[src/design/vmdma_pkg.sv]
// Package: shared types and constants of the video-memory DMA controller.
`default_nettype none

package vmdma_pkg;

    // Item operation codes
    typedef enum logic [1:0] {
        OP_WRITE  = 2'd0,
        OP_READ   = 2'd1,
        OP_HBLANK = 2'd2,
        OP_TICK   = 2'd3
    } op_t;

    // Copy engine modes
    typedef enum logic [1:0] {
        MODE_IDLE    = 2'd0,
        MODE_BLOCK   = 2'd1,
        MODE_GENERAL = 2'd2
    } mode_t;

    // Register indexes
    localparam logic [2:0] REG_SRC_HI = 3'd0;
    localparam logic [2:0] REG_SRC_LO = 3'd1;
    localparam logic [2:0] REG_DST_HI = 3'd2;
    localparam logic [2:0] REG_DST_LO = 3'd3;
    localparam logic [2:0] REG_CTRL   = 3'd4;

    localparam int unsigned BLOCK_BYTES = 16;
    localparam int unsigned REM_W       = 12;

    localparam logic [REM_W-1:0] BLOCK_COUNT = REM_W'(BLOCK_BYTES);
    localparam logic [6:0]       LEN_RESET   = 7'h7F;
    localparam logic [7:0]       READ_IDLE   = 8'hFF;
    localparam logic [2:0]       VRAM_TOP    = 3'b100;

    typedef struct packed {
        op_t        operation;
        logic [2:0] reg_index;
        logic [7:0] write_value;
        logic       in_hblank;
    } item_t;

    typedef struct packed {
        logic [7:0]  read_value;
        logic        copy_valid;
        logic [15:0] copy_source;
        logic [15:0] copy_target;
        logic        busy_res;
    } result_t;

endpackage

`default_nettype wire

[src/design/vmdma_engine.sv]
// Engine: register file, copy mode state machine and per-item result logic.
`default_nettype none

module vmdma_engine
    import vmdma_pkg::*;
(
    input  wire logic    clk,
    input  wire logic    rst_n,
    input  wire logic    fire,
    input  wire item_t   item,
    output result_t      result
);

    mode_t              mode_reg, mode_next;
    logic [15:0]        src_reg, src_next;
    logic [15:0]        dst_reg, dst_next;
    logic [6:0]         len_reg, len_next;
    logic               blank_reg, blank_next;
    logic [REM_W-1:0]   rem_reg, rem_next;

    logic               busy;
    logic [15:0]        src_inc;
    logic [15:0]        dst_inc;
    logic [REM_W-1:0]   rem_dec;
    logic [6:0]         len_dec;
    logic [7:0]         len_plus;

    always_ff @(posedge clk or negedge rst_n)
    begin
        if (!rst_n)
        begin
            mode_reg  <= MODE_IDLE;
            src_reg   <= '0;
            dst_reg   <= '0;
            len_reg   <= LEN_RESET;
            blank_reg <= 1'b0;
            rem_reg   <= '0;
        end
        else if (fire)
        begin
            mode_reg  <= mode_next;
            src_reg   <= src_next;
            dst_reg   <= dst_next;
            len_reg   <= len_next;
            blank_reg <= blank_next;
            rem_reg   <= rem_next;
        end
    end

    assign src_inc  = src_reg + 16'd1;
    assign dst_inc  = dst_reg + 16'd1;
    assign rem_dec  = (rem_reg != '0) ? rem_reg - REM_W'(1) : rem_reg;
    assign len_dec  = len_reg - 7'd1;
    assign len_plus = {1'b0, item.write_value[6:0]} + 8'd1;

    always_comb
    begin
        mode_next  = mode_reg;
        src_next   = src_reg;
        dst_next   = dst_reg;
        len_next   = len_reg;
        blank_next = blank_reg;
        rem_next   = rem_reg;

        result.read_value  = '0;
        result.copy_valid  = 1'b0;
        result.copy_source = '0;
        result.copy_target = '0;

        case (mode_reg)
            MODE_BLOCK, MODE_GENERAL: busy = 1'b1;
            default:                  busy = 1'b0;
        endcase

        // Unused mode code falls back to idle
        if (!busy)
        begin
            mode_next = MODE_IDLE;
        end

        case (item.operation)
            OP_WRITE:
            begin
                if (!busy)
                begin
                    case (item.reg_index)
                        REG_SRC_HI: src_next = {item.write_value, src_reg[7:4], 4'h0};
                        REG_SRC_LO: src_next = {src_reg[15:8], item.write_value[7:4], 4'h0};
                        REG_DST_HI: dst_next = {item.write_value, dst_reg[7:4], 4'h0};
                        REG_DST_LO: dst_next = {dst_reg[15:8], item.write_value[7:4], 4'h0};
                        REG_CTRL:
                        begin
                            len_next = item.write_value[6:0];
                            if (item.write_value[7])
                            begin
                                blank_next = 1'b1;
                                if (item.in_hblank)
                                begin
                                    mode_next = MODE_BLOCK;
                                    rem_next  = BLOCK_COUNT;
                                end
                            end
                            else if (blank_reg)
                            begin
                                blank_next = 1'b0;
                            end
                            else
                            begin
                                mode_next = MODE_GENERAL;
                                rem_next  = {len_plus, 4'h0};
                            end
                        end
                        default: ;
                    endcase
                end
            end
            OP_READ:
            begin
                if (item.reg_index == REG_CTRL)
                begin
                    result.read_value = {~blank_reg, len_reg};
                end
                else
                begin
                    result.read_value = READ_IDLE;
                end
            end
            OP_HBLANK:
            begin
                if (blank_reg && !busy)
                begin
                    mode_next = MODE_BLOCK;
                    rem_next  = BLOCK_COUNT;
                end
            end
            default:
            begin
                if (busy)
                begin
                    result.copy_valid  = 1'b1;
                    result.copy_source = src_reg;
                    result.copy_target = {VRAM_TOP, dst_reg[12:0]};
                    src_next = src_inc;
                    dst_next = dst_inc;
                    rem_next = rem_dec;
                    // End of block or copy: count runs out or destination wraps
                    if (rem_dec == '0 || dst_inc == '0)
                    begin
                        if (mode_reg == MODE_BLOCK)
                        begin
                            len_next = len_dec;
                            if (len_dec == LEN_RESET || dst_inc == '0)
                            begin
                                blank_next = 1'b0;
                            end
                        end
                        else
                        begin
                            len_next = rem_dec[10:4] - 7'd1;
                        end
                        mode_next = MODE_IDLE;
                        rem_next  = '0;
                    end
                end
            end
        endcase

        case (mode_next)
            MODE_BLOCK, MODE_GENERAL: result.busy_res = 1'b1;
            default:                  result.busy_res = 1'b0;
        endcase
    end

    a_idle_no_count: assert property (@(posedge clk) disable iff (!rst_n)
        mode_reg == MODE_IDLE |-> rem_reg == '0)
        else $error("idle engine holds a nonzero byte count");

    a_busy_has_count: assert property (@(posedge clk) disable iff (!rst_n)
        mode_reg != MODE_IDLE |-> rem_reg != '0)
        else $error("busy engine with zero byte count");

    a_block_bound: assert property (@(posedge clk) disable iff (!rst_n)
        mode_reg == MODE_BLOCK |-> rem_reg <= BLOCK_COUNT)
        else $error("block count exceeds block size");

    a_copy_only_busy: assert property (@(posedge clk) disable iff (!rst_n)
        result.copy_valid |-> busy && item.operation == OP_TICK)
        else $error("copy requested while idle");

endmodule

`default_nettype wire

[src/design/video_memory_dma_controller.sv]
// Top level: item input register, engine and result register with handshake.
//
//   channel  direction  handshake                    payload
//   item     in         item_valid / item_stall      operation, reg_index, write_value, in_hblank
//   result   out        result_valid / result_stall  read_value, copy_valid, copy_source,
//                                                    copy_target, busy_res
//
// An accepted item is held in the input register; the engine computes its result and the
// result register captures it when the item advances, after which the result is offered.
// One item per cycle is sustained while result_stall stays low; the engine state updates once per item.
// Reset (rst_n low, asynchronous) empties both registers, zeroes the addresses, sets length
// to 0x7F and idles the engine.
// A stalled result holds the result register; an empty input register still takes one item.
`default_nettype none

module video_memory_dma_controller
    import vmdma_pkg::*;
(
    input  wire logic        clk,
    input  wire logic        rst_n,

    input  wire logic        item_valid,
    output logic             item_stall,
    input  wire logic [1:0]  operation,
    input  wire logic [2:0]  reg_index,
    input  wire logic [7:0]  write_value,
    input  wire logic        in_hblank,

    output logic             result_valid,
    input  wire logic        result_stall,
    output logic [7:0]       read_value,
    output logic             copy_valid,
    output logic [15:0]      copy_source,
    output logic [15:0]      copy_target,
    output logic             busy_res
);

    logic    item_valid_reg, item_valid_next;
    item_t   item_reg;
    logic    result_valid_reg, result_valid_next;
    result_t result_reg;
    result_t result_comb;
    logic    accept;
    logic    advance;

    // Move the held item into the result register whenever that slot frees up
    assign advance    = item_valid_reg && (!result_valid_reg || !result_stall);
    assign item_stall = item_valid_reg && !advance;
    assign accept     = item_valid && !item_stall;

    always_comb
    begin
        item_valid_next = item_valid_reg;
        if (accept)
        begin
            item_valid_next = 1'b1;
        end
        else if (advance)
        begin
            item_valid_next = 1'b0;
        end

        result_valid_next = result_valid_reg;
        if (advance)
        begin
            result_valid_next = 1'b1;
        end
        else if (!result_stall)
        begin
            result_valid_next = 1'b0;
        end
    end

    always_ff @(posedge clk or negedge rst_n)
    begin
        if (!rst_n)
        begin
            item_valid_reg   <= 1'b0;
            result_valid_reg <= 1'b0;
        end
        else
        begin
            item_valid_reg   <= item_valid_next;
            result_valid_reg <= result_valid_next;
        end
    end

    // Capture the item payload only on acceptance and the result only on advance; hold otherwise
    always_ff @(posedge clk)
    begin
        if (accept)
        begin
            item_reg.operation   <= op_t'(operation);
            item_reg.reg_index   <= reg_index;
            item_reg.write_value <= write_value;
            item_reg.in_hblank   <= in_hblank;
        end
        if (advance)
        begin
            result_reg <= result_comb;
        end
    end

    vmdma_engine u_engine (
        .clk    (clk),
        .rst_n  (rst_n),
        .fire   (advance),
        .item   (item_reg),
        .result (result_comb)
    );

    assign result_valid = result_valid_reg;
    assign read_value   = result_reg.read_value;
    assign copy_valid   = result_reg.copy_valid;
    assign copy_source  = result_reg.copy_source;
    assign copy_target  = result_reg.copy_target;
    assign busy_res     = result_reg.busy_res;

    a_stall_means_full: assert property (@(posedge clk) disable iff (!rst_n)
        item_stall |-> item_valid_reg && result_valid_reg && result_stall)
        else $error("input stalled with room downstream");

    a_advance_fills: assert property (@(posedge clk) disable iff (!rst_n)
        advance |=> result_valid_reg)
        else $error("advanced item did not reach result register");

endmodule

`default_nettype wire

[config.mk]
export PLATFORM = sky130hd
export DESIGN_NAME = video_memory_dma_controller
export DESIGN_NICKNAME = d
export VERILOG_FILES = /design/src/design/vmdma_pkg.sv /design/src/design/vmdma_engine.sv /design/src/design/video_memory_dma_controller.sv
export SDC_FILE = /design/constraint.sdc
export NUM_CORES = 1
export LEC_CHECK = 0
export ABC_AREA = 1
export BUFFER_PORTS_ARGS = -buffer_cell sky130_fd_sc_hd__buf_4
export CAP_MARGIN = 20
export CORE_ASPECT_RATIO = 0.7
export CORE_MARGIN = 2
export CORE_UTILIZATION = 64
export DETAILED_ROUTE_END_ITERATION = 10
export PLACE_DENSITY = 0.93
export SLEW_MARGIN = 0
export SYNTH_ARGS = -nofsm -noshare
export SYNTH_HDL_FRONTEND = slang
export SYNTH_SLANG_ARGS = --single-unit
[constraint.sdc]
create_clock -name clk -period 3.7 [get_ports clk]
set_input_delay 0.74 -clock clk [delete_from_list [all_inputs] [get_ports clk]]
set_output_delay 0.74 -clock clk [all_outputs]
set_load 0.005 [all_outputs]
# After elaboration in Yosys (flattened, before gate mapping)
# Index checks and enable logic that the tools add are counted.
# word_totals
inputBits,18
wordCells,146
output_inout_bits,44
memories,0
regBits,112
romBits,0
ramBits,0
latchBits,0
# op_classes
multipliers,0
addsub,6
n_eq_ne,23
mux,50
n_bitwise,4
order_cmp,0
n_div,0
reduce_logical,41
shifts,0
# op_table
cell,n
16-bit one-hot mux with 2 select lines,4
12-bit 2-to-1 mux,9
16-bit 2-to-1 mux,4
12-bit one-hot mux with 3 select lines,1
7-bit 2-to-1 mux,5
33-bit 2-to-1 mux,1
16-bit by 1-bit adder with 16-bit output (second input constant),2
6-bit AND reduction,5
2-bit 2-to-1 mux,9
2-bit nonzero test,9
16-bit zero test,1
8-bit AND reduction,2
7-bit one-hot mux with 2 select lines,1
7-bit by 1-bit subtractor with 7-bit output (second input constant),2
1-bit 2-to-1 mux,13
12-bit zero test,1
3-bit inequality test (second input constant),4
12-bit nonzero test,1
12-bit by 1-bit subtractor with 12-bit output (second input constant),1
2-bit inequality test (second input constant),5
5-bit AND reduction,2
7-bit by 1-bit adder with 8-bit output (second input constant),1
8-bit 2-to-1 mux,1
7-bit equality test (second input constant),1
other kinds (18),39

# Depth between registers and ports, before layout
# logic_depth
ltp_word,12
mapped_depth,18
mapped_depth_nobuf,17

# Hierarchy
# A second synthesis with hierarchy kept.
# hier_totals
cells_unflattened,805
area_unflattened_um2,6483.7
# modules_own_cells
mod,instances,cells_per_inst,seq_area_each_um2,area_each_um2
vmdma_engine,1,737,1360.1,4707.0
video_memory_dma_controller,1,68,1731.7,1776.7

# Worst setup path after synthesis
# OpenSTA, ideal clock, no wires.
# synth_path
kind,input -> register
from,input result_stall
to,register u_engine.rem_reg[0]
slack_ps,776
stages,9
path_buffers,0
arrival_ps,2842
t_required_ps,3618
setup_time_ps,82
path_cell_list,nand2_1 > nand2_1 > inv_1 > o2111ai_1 > nor3_1 > clkinv_1 > nor2_1 > nand2_1 > o22ai_1
# synth_between
elab_chain_len,4
# synth_rtl
item,line,source
start: declaration,video_memory_dma_controller.sv:30,"input wire logic result_stall,"
1-bit zero test,n/a,
1-bit logical OR,video_memory_dma_controller.sv:47,assign advance = item_valid_reg && (!result_valid_reg || !result_stall);
1-bit logical AND,video_memory_dma_controller.sv:47,
via advance,video_memory_dma_controller.sv:44,logic advance;
8-bit AND reduction (no source line),n/a,
end signal: assignment,vmdma_engine.sv:46,rem_reg <= rem_next;
end: declaration,vmdma_engine.sv:19,"logic [REM_W-1:0] rem_reg, rem_next;"
# The timed path passes the listed nets, and every way through them passes these cells.
# A chain may end at the register's enable or synchronous reset.

# Worst setup path after layout
# layout_path
from,register item_reg[12] (netlist name)
to,register u_engine.len_reg[5]
# layout_between
elab_chain_len,4
elab_cells_between_ends,11
classes_between,eq/ne: 4; mux: 1; bitwise: 1; reduce/logical: 5
# layout_rtl
item,line,source
start: declaration,video_memory_dma_controller.sv:39,item_t item_reg;
2-bit by 1-bit equality test with 1-bit output / 2-bit equality test (equally long branches),vmdma_engine.sv:81,case (item.operation)
2-bit OR reduction (no source line),n/a,
1-bit inverter (no source line),n/a,
6-bit AND reduction (no source line),n/a,
end signal: assignment,vmdma_engine.sv:44,len_reg <= len_next;
end: declaration,vmdma_engine.sv:17,"logic [6:0] len_reg, len_next;"
# Several ways; a longest one is shown, not always the timed one.

==> results.md <==
* Leakage at 3.44 nW
* Post-cts sizing count at 0
* Post-route DRC at 1
* Critical path arrival at 3340 ps
* Initial antenna violation count at 0
* Share of post-route cells with drive strength above 1 at 15.2%
* Sequential power share at 40.1%
* WL per Instance at 16.6 um
* Max incr delay on CP at 480 ps
* Non-filler instance count after layout at 969
* RSZ-0062 raised after global routing: false
* Global-route wire length before repair at 26200 um
* Library cells used by synthesis at 44
* Number of setup buffers added after CTS at 0
* Worst path cell trace: inv_1 > ha_1 > inv_4 > nor2_1 > inv_1 > nand2_1 > nor3_2 > inv_2 > nor2_1 > nand2_2 > inv_1 > nand2_1 > nand2_1
* Clock root cell: clkbuf_16
* CP Buf/Inv Count at 5
* Ys flop type: edfxtp_1
* Critical path endpoint: u_engine.len_reg[5]
* Clk pin slew, worst setup/hold paths at 80 ps
* Worst r2r path cells at 13
* Startpoint type of the worst setup path: flip-flop
* CTS Hold Bufs at 0
* Required time of the critical path at 4000 ps
* Hold Vio Cnt, Final at 0
* RR Endpoint: u_engine.len_reg[5]
* Max Freq at 329 MHz
* GPL Wtd Cong at 1.02
* Violated checks: DRC
* Total gr overflow at 0
* Slew @ Worst Pin at 796 ps
* Number of vias per cell at 5.99
* Area of the core at 0.00965 mm2
* Worst path depth at 13
* Rows at 30
* Switching portion of total power at 41.3%
* Worst-path fanout max at 19
* Total CTS buffers at 9
* Endpoints failing setup at 0
* Fill cells at 664
* Crit. End Element: flip-flop
* Vias after detailed routing at 5805
* R2r setup slk at 660 ps
* Commonest non-fill, non-tap cell in the layout: nand2_1
* Crit path time final at 3040 ps
* Final WS setup at 660 ps
* IO Port Bufs at 59
* Tot GR Track Use at 32.0%
* Mapped Cells at 780
* Critical path origin: item_reg[12]
* Delay-heaviest family, CP: simple AND/OR/NAND/NOR gates
* Int Pwr at 0.00277 W
* Tcrit/Tclk final at 82.2%
* Mapped Avg Cell Area at 8.08 um2
* Post-synth EDFFs at 53
* Most frequent cells in the layout: nand2_1, inv_1, nor2_1, buf_4, edfxtp_1
* Final net count at 868
* Register area at 0.00300 mm2
* Sw power at 0.00195 W
* Footprint of the multi-input gates at 0.00271 mm2
* Max cap viols at 0
* Hpwl dp at 11700 um
* Worst min path class: input port to async pin
* Yosys warns at 0
* Die Height at 87 um
* Clock power frac at 21.3%
* Largest net degree at the start of global routing at 57
* Relative slew slack at 46.9%
* Synth async-reset ratio at 51.4%
* First DRT Iteration DRCs at 840
* Worst-Skew Late Latency at 360 ps
* Drt pass-1 iters at 8
* Clock buffer depth at 2
* Finished Core Util at 73.9%
* Crit path kind: flip-flop to flip-flop
* Post-Syn Area at 0.00630 mm2
* Antenna viol nets, final at 0
* PD cells at 663 mW/mm2
* Sink Count at 109
* Clock Skew at 8.11 ps
* Slowest CP cell: ha_1
* Peak supply drop at 0.395 mV
* Ports at 62
* Setup TNS at 0 ps
* Vias in the first global route at 5397
* Initial Utilization at 65.3%
* Die area at 0.0107 mm2
* Max-slew violations at 0
* TritonCTS clock tree: yes
* Placed Instances at 953
* Gate power share at 38.7%
* N_diodes at 0
* Post-synthesis sequential area ratio at 47.7%
* Reg2reg start: item_reg[12]
* Post-synthesis register bit count at 109
* Drt total wl at 16100 um
* Area grow syn2layout at 13.2%
* Htree depth at 3
* Placement Setup Slack at 742 ps
* Die X at 123 um
* Status: complete, but fails checks
-- metrics by stage --
stage / cell area [um2] / total power, W / hold slack (ps)
floorplan: 6300 / 0.00313 / 444
global placement: 6820 / 0.00359 / 467
detailed placement: 6820 / 0.00366 / 477
CTS: 7130 / 0.00467 / 471
global route: 7130 / 0.00502 / 510
finish: 7130 / 0.00473 / 433
-- worst register-to-register path: stages (launching register included) --
cell      delay, ps
edfxtp_1        410
inv_1            80
ha_1            480
inv_4           280
nor2_1           60
inv_1            90
nand2_1          80
nor3_2          440
inv_2           150
nor2_1          310
nand2_2         290
inv_1           170
nand2_1          70
nand2_1          60
-- how the worst min path moves through the flow --
stage / startpoint / end / slack (ps) / depth (start not counted)
2_1_floorplan: rst_n / item_valid_reg / 440 / 0
3_3_place_gp: item_valid_reg / result_valid / 470 / 2
3_5_place_dp: item_valid_reg / result_valid / 480 / 2
4_1_cts: rst_n / u_engine.rem_reg[5] / 470 / 1
5_1_grt: rst_n / u_engine.rem_reg[7] / 510 / 1
6_report: rst_n / u_engine.rem_reg[5] / 430 / 1
-- logic make-up after synthesis --
| logic type | count (synthesis) | share of synthesized area [%] |
|---|---|---|
| simple gates | 355 | 24.7 |
| buf+inv | 143 | 9.32 |
| compound gates | 139 | 12.8 |
| flops | 109 | 47.7 |
| xor+xnor | 19 | 2.64 |
| fa+ha+maj | 14 | 2.78 |
| other cells | 1 | 0.0595 |
-- area by class of cell --
class,instances,area share (%)
Tap cell,128,2.25
Inverter,123,6.51
Clock buffer,9,3.16
Timing Repair Buffer,64,6.74
Clock inverter,7,1.16
Multi-Input combinational cell,529,38.1
Sequential cell,109,42.1
-- layer usage --
layer | wire length (um) | GRT usage [%]
met4 | 380 | 9.40
met3 | 1930 | 8.25
met2 | 6940 | 48.4
met1 | 6880 | 45.7
met5 | 0 | 0
-- Yosys cell counts (7+ instances only) --
master / n / area, um2
nand2_1: 165 / 619
inv_2: 7 / 26.3
ha_1: 14 / 175
edfxtp_1: 53 / 1590
nor3_1: 11 / 55.1
xor2_1: 17 / 149
a21oi_1: 50 / 250
dfrtp_1: 49 / 1230
inv_1: 111 / 417
nand2_2: 16 / 100
o22ai_1: 7 / 43.8
nand3_1: 49 / 245
a22oi_1: 23 / 173
clkbuf_1: 12 / 45.0
nand4_1: 10 / 62.6
o21ai_0: 42 / 210
dfstp_2: 7 / 184
nor2_1: 88 / 330
-- power groups by stage --
stage / Combinational, W / Clock, W / Sequential (W)
after global placement: 0.00171 / 0 / 0.00188
after detailed placement: 0.00176 / 0 / 0.00190
final: 0.00183 / 0.00101 / 0.00189
after global routing: 0.00204 / 0.00106 / 0.00193
after CTS: 0.00178 / 0.00101 / 0.00188
after floorplan: 0.00130 / 0 / 0.00183
Note: power is estimated with default switching activity, not from simulation.
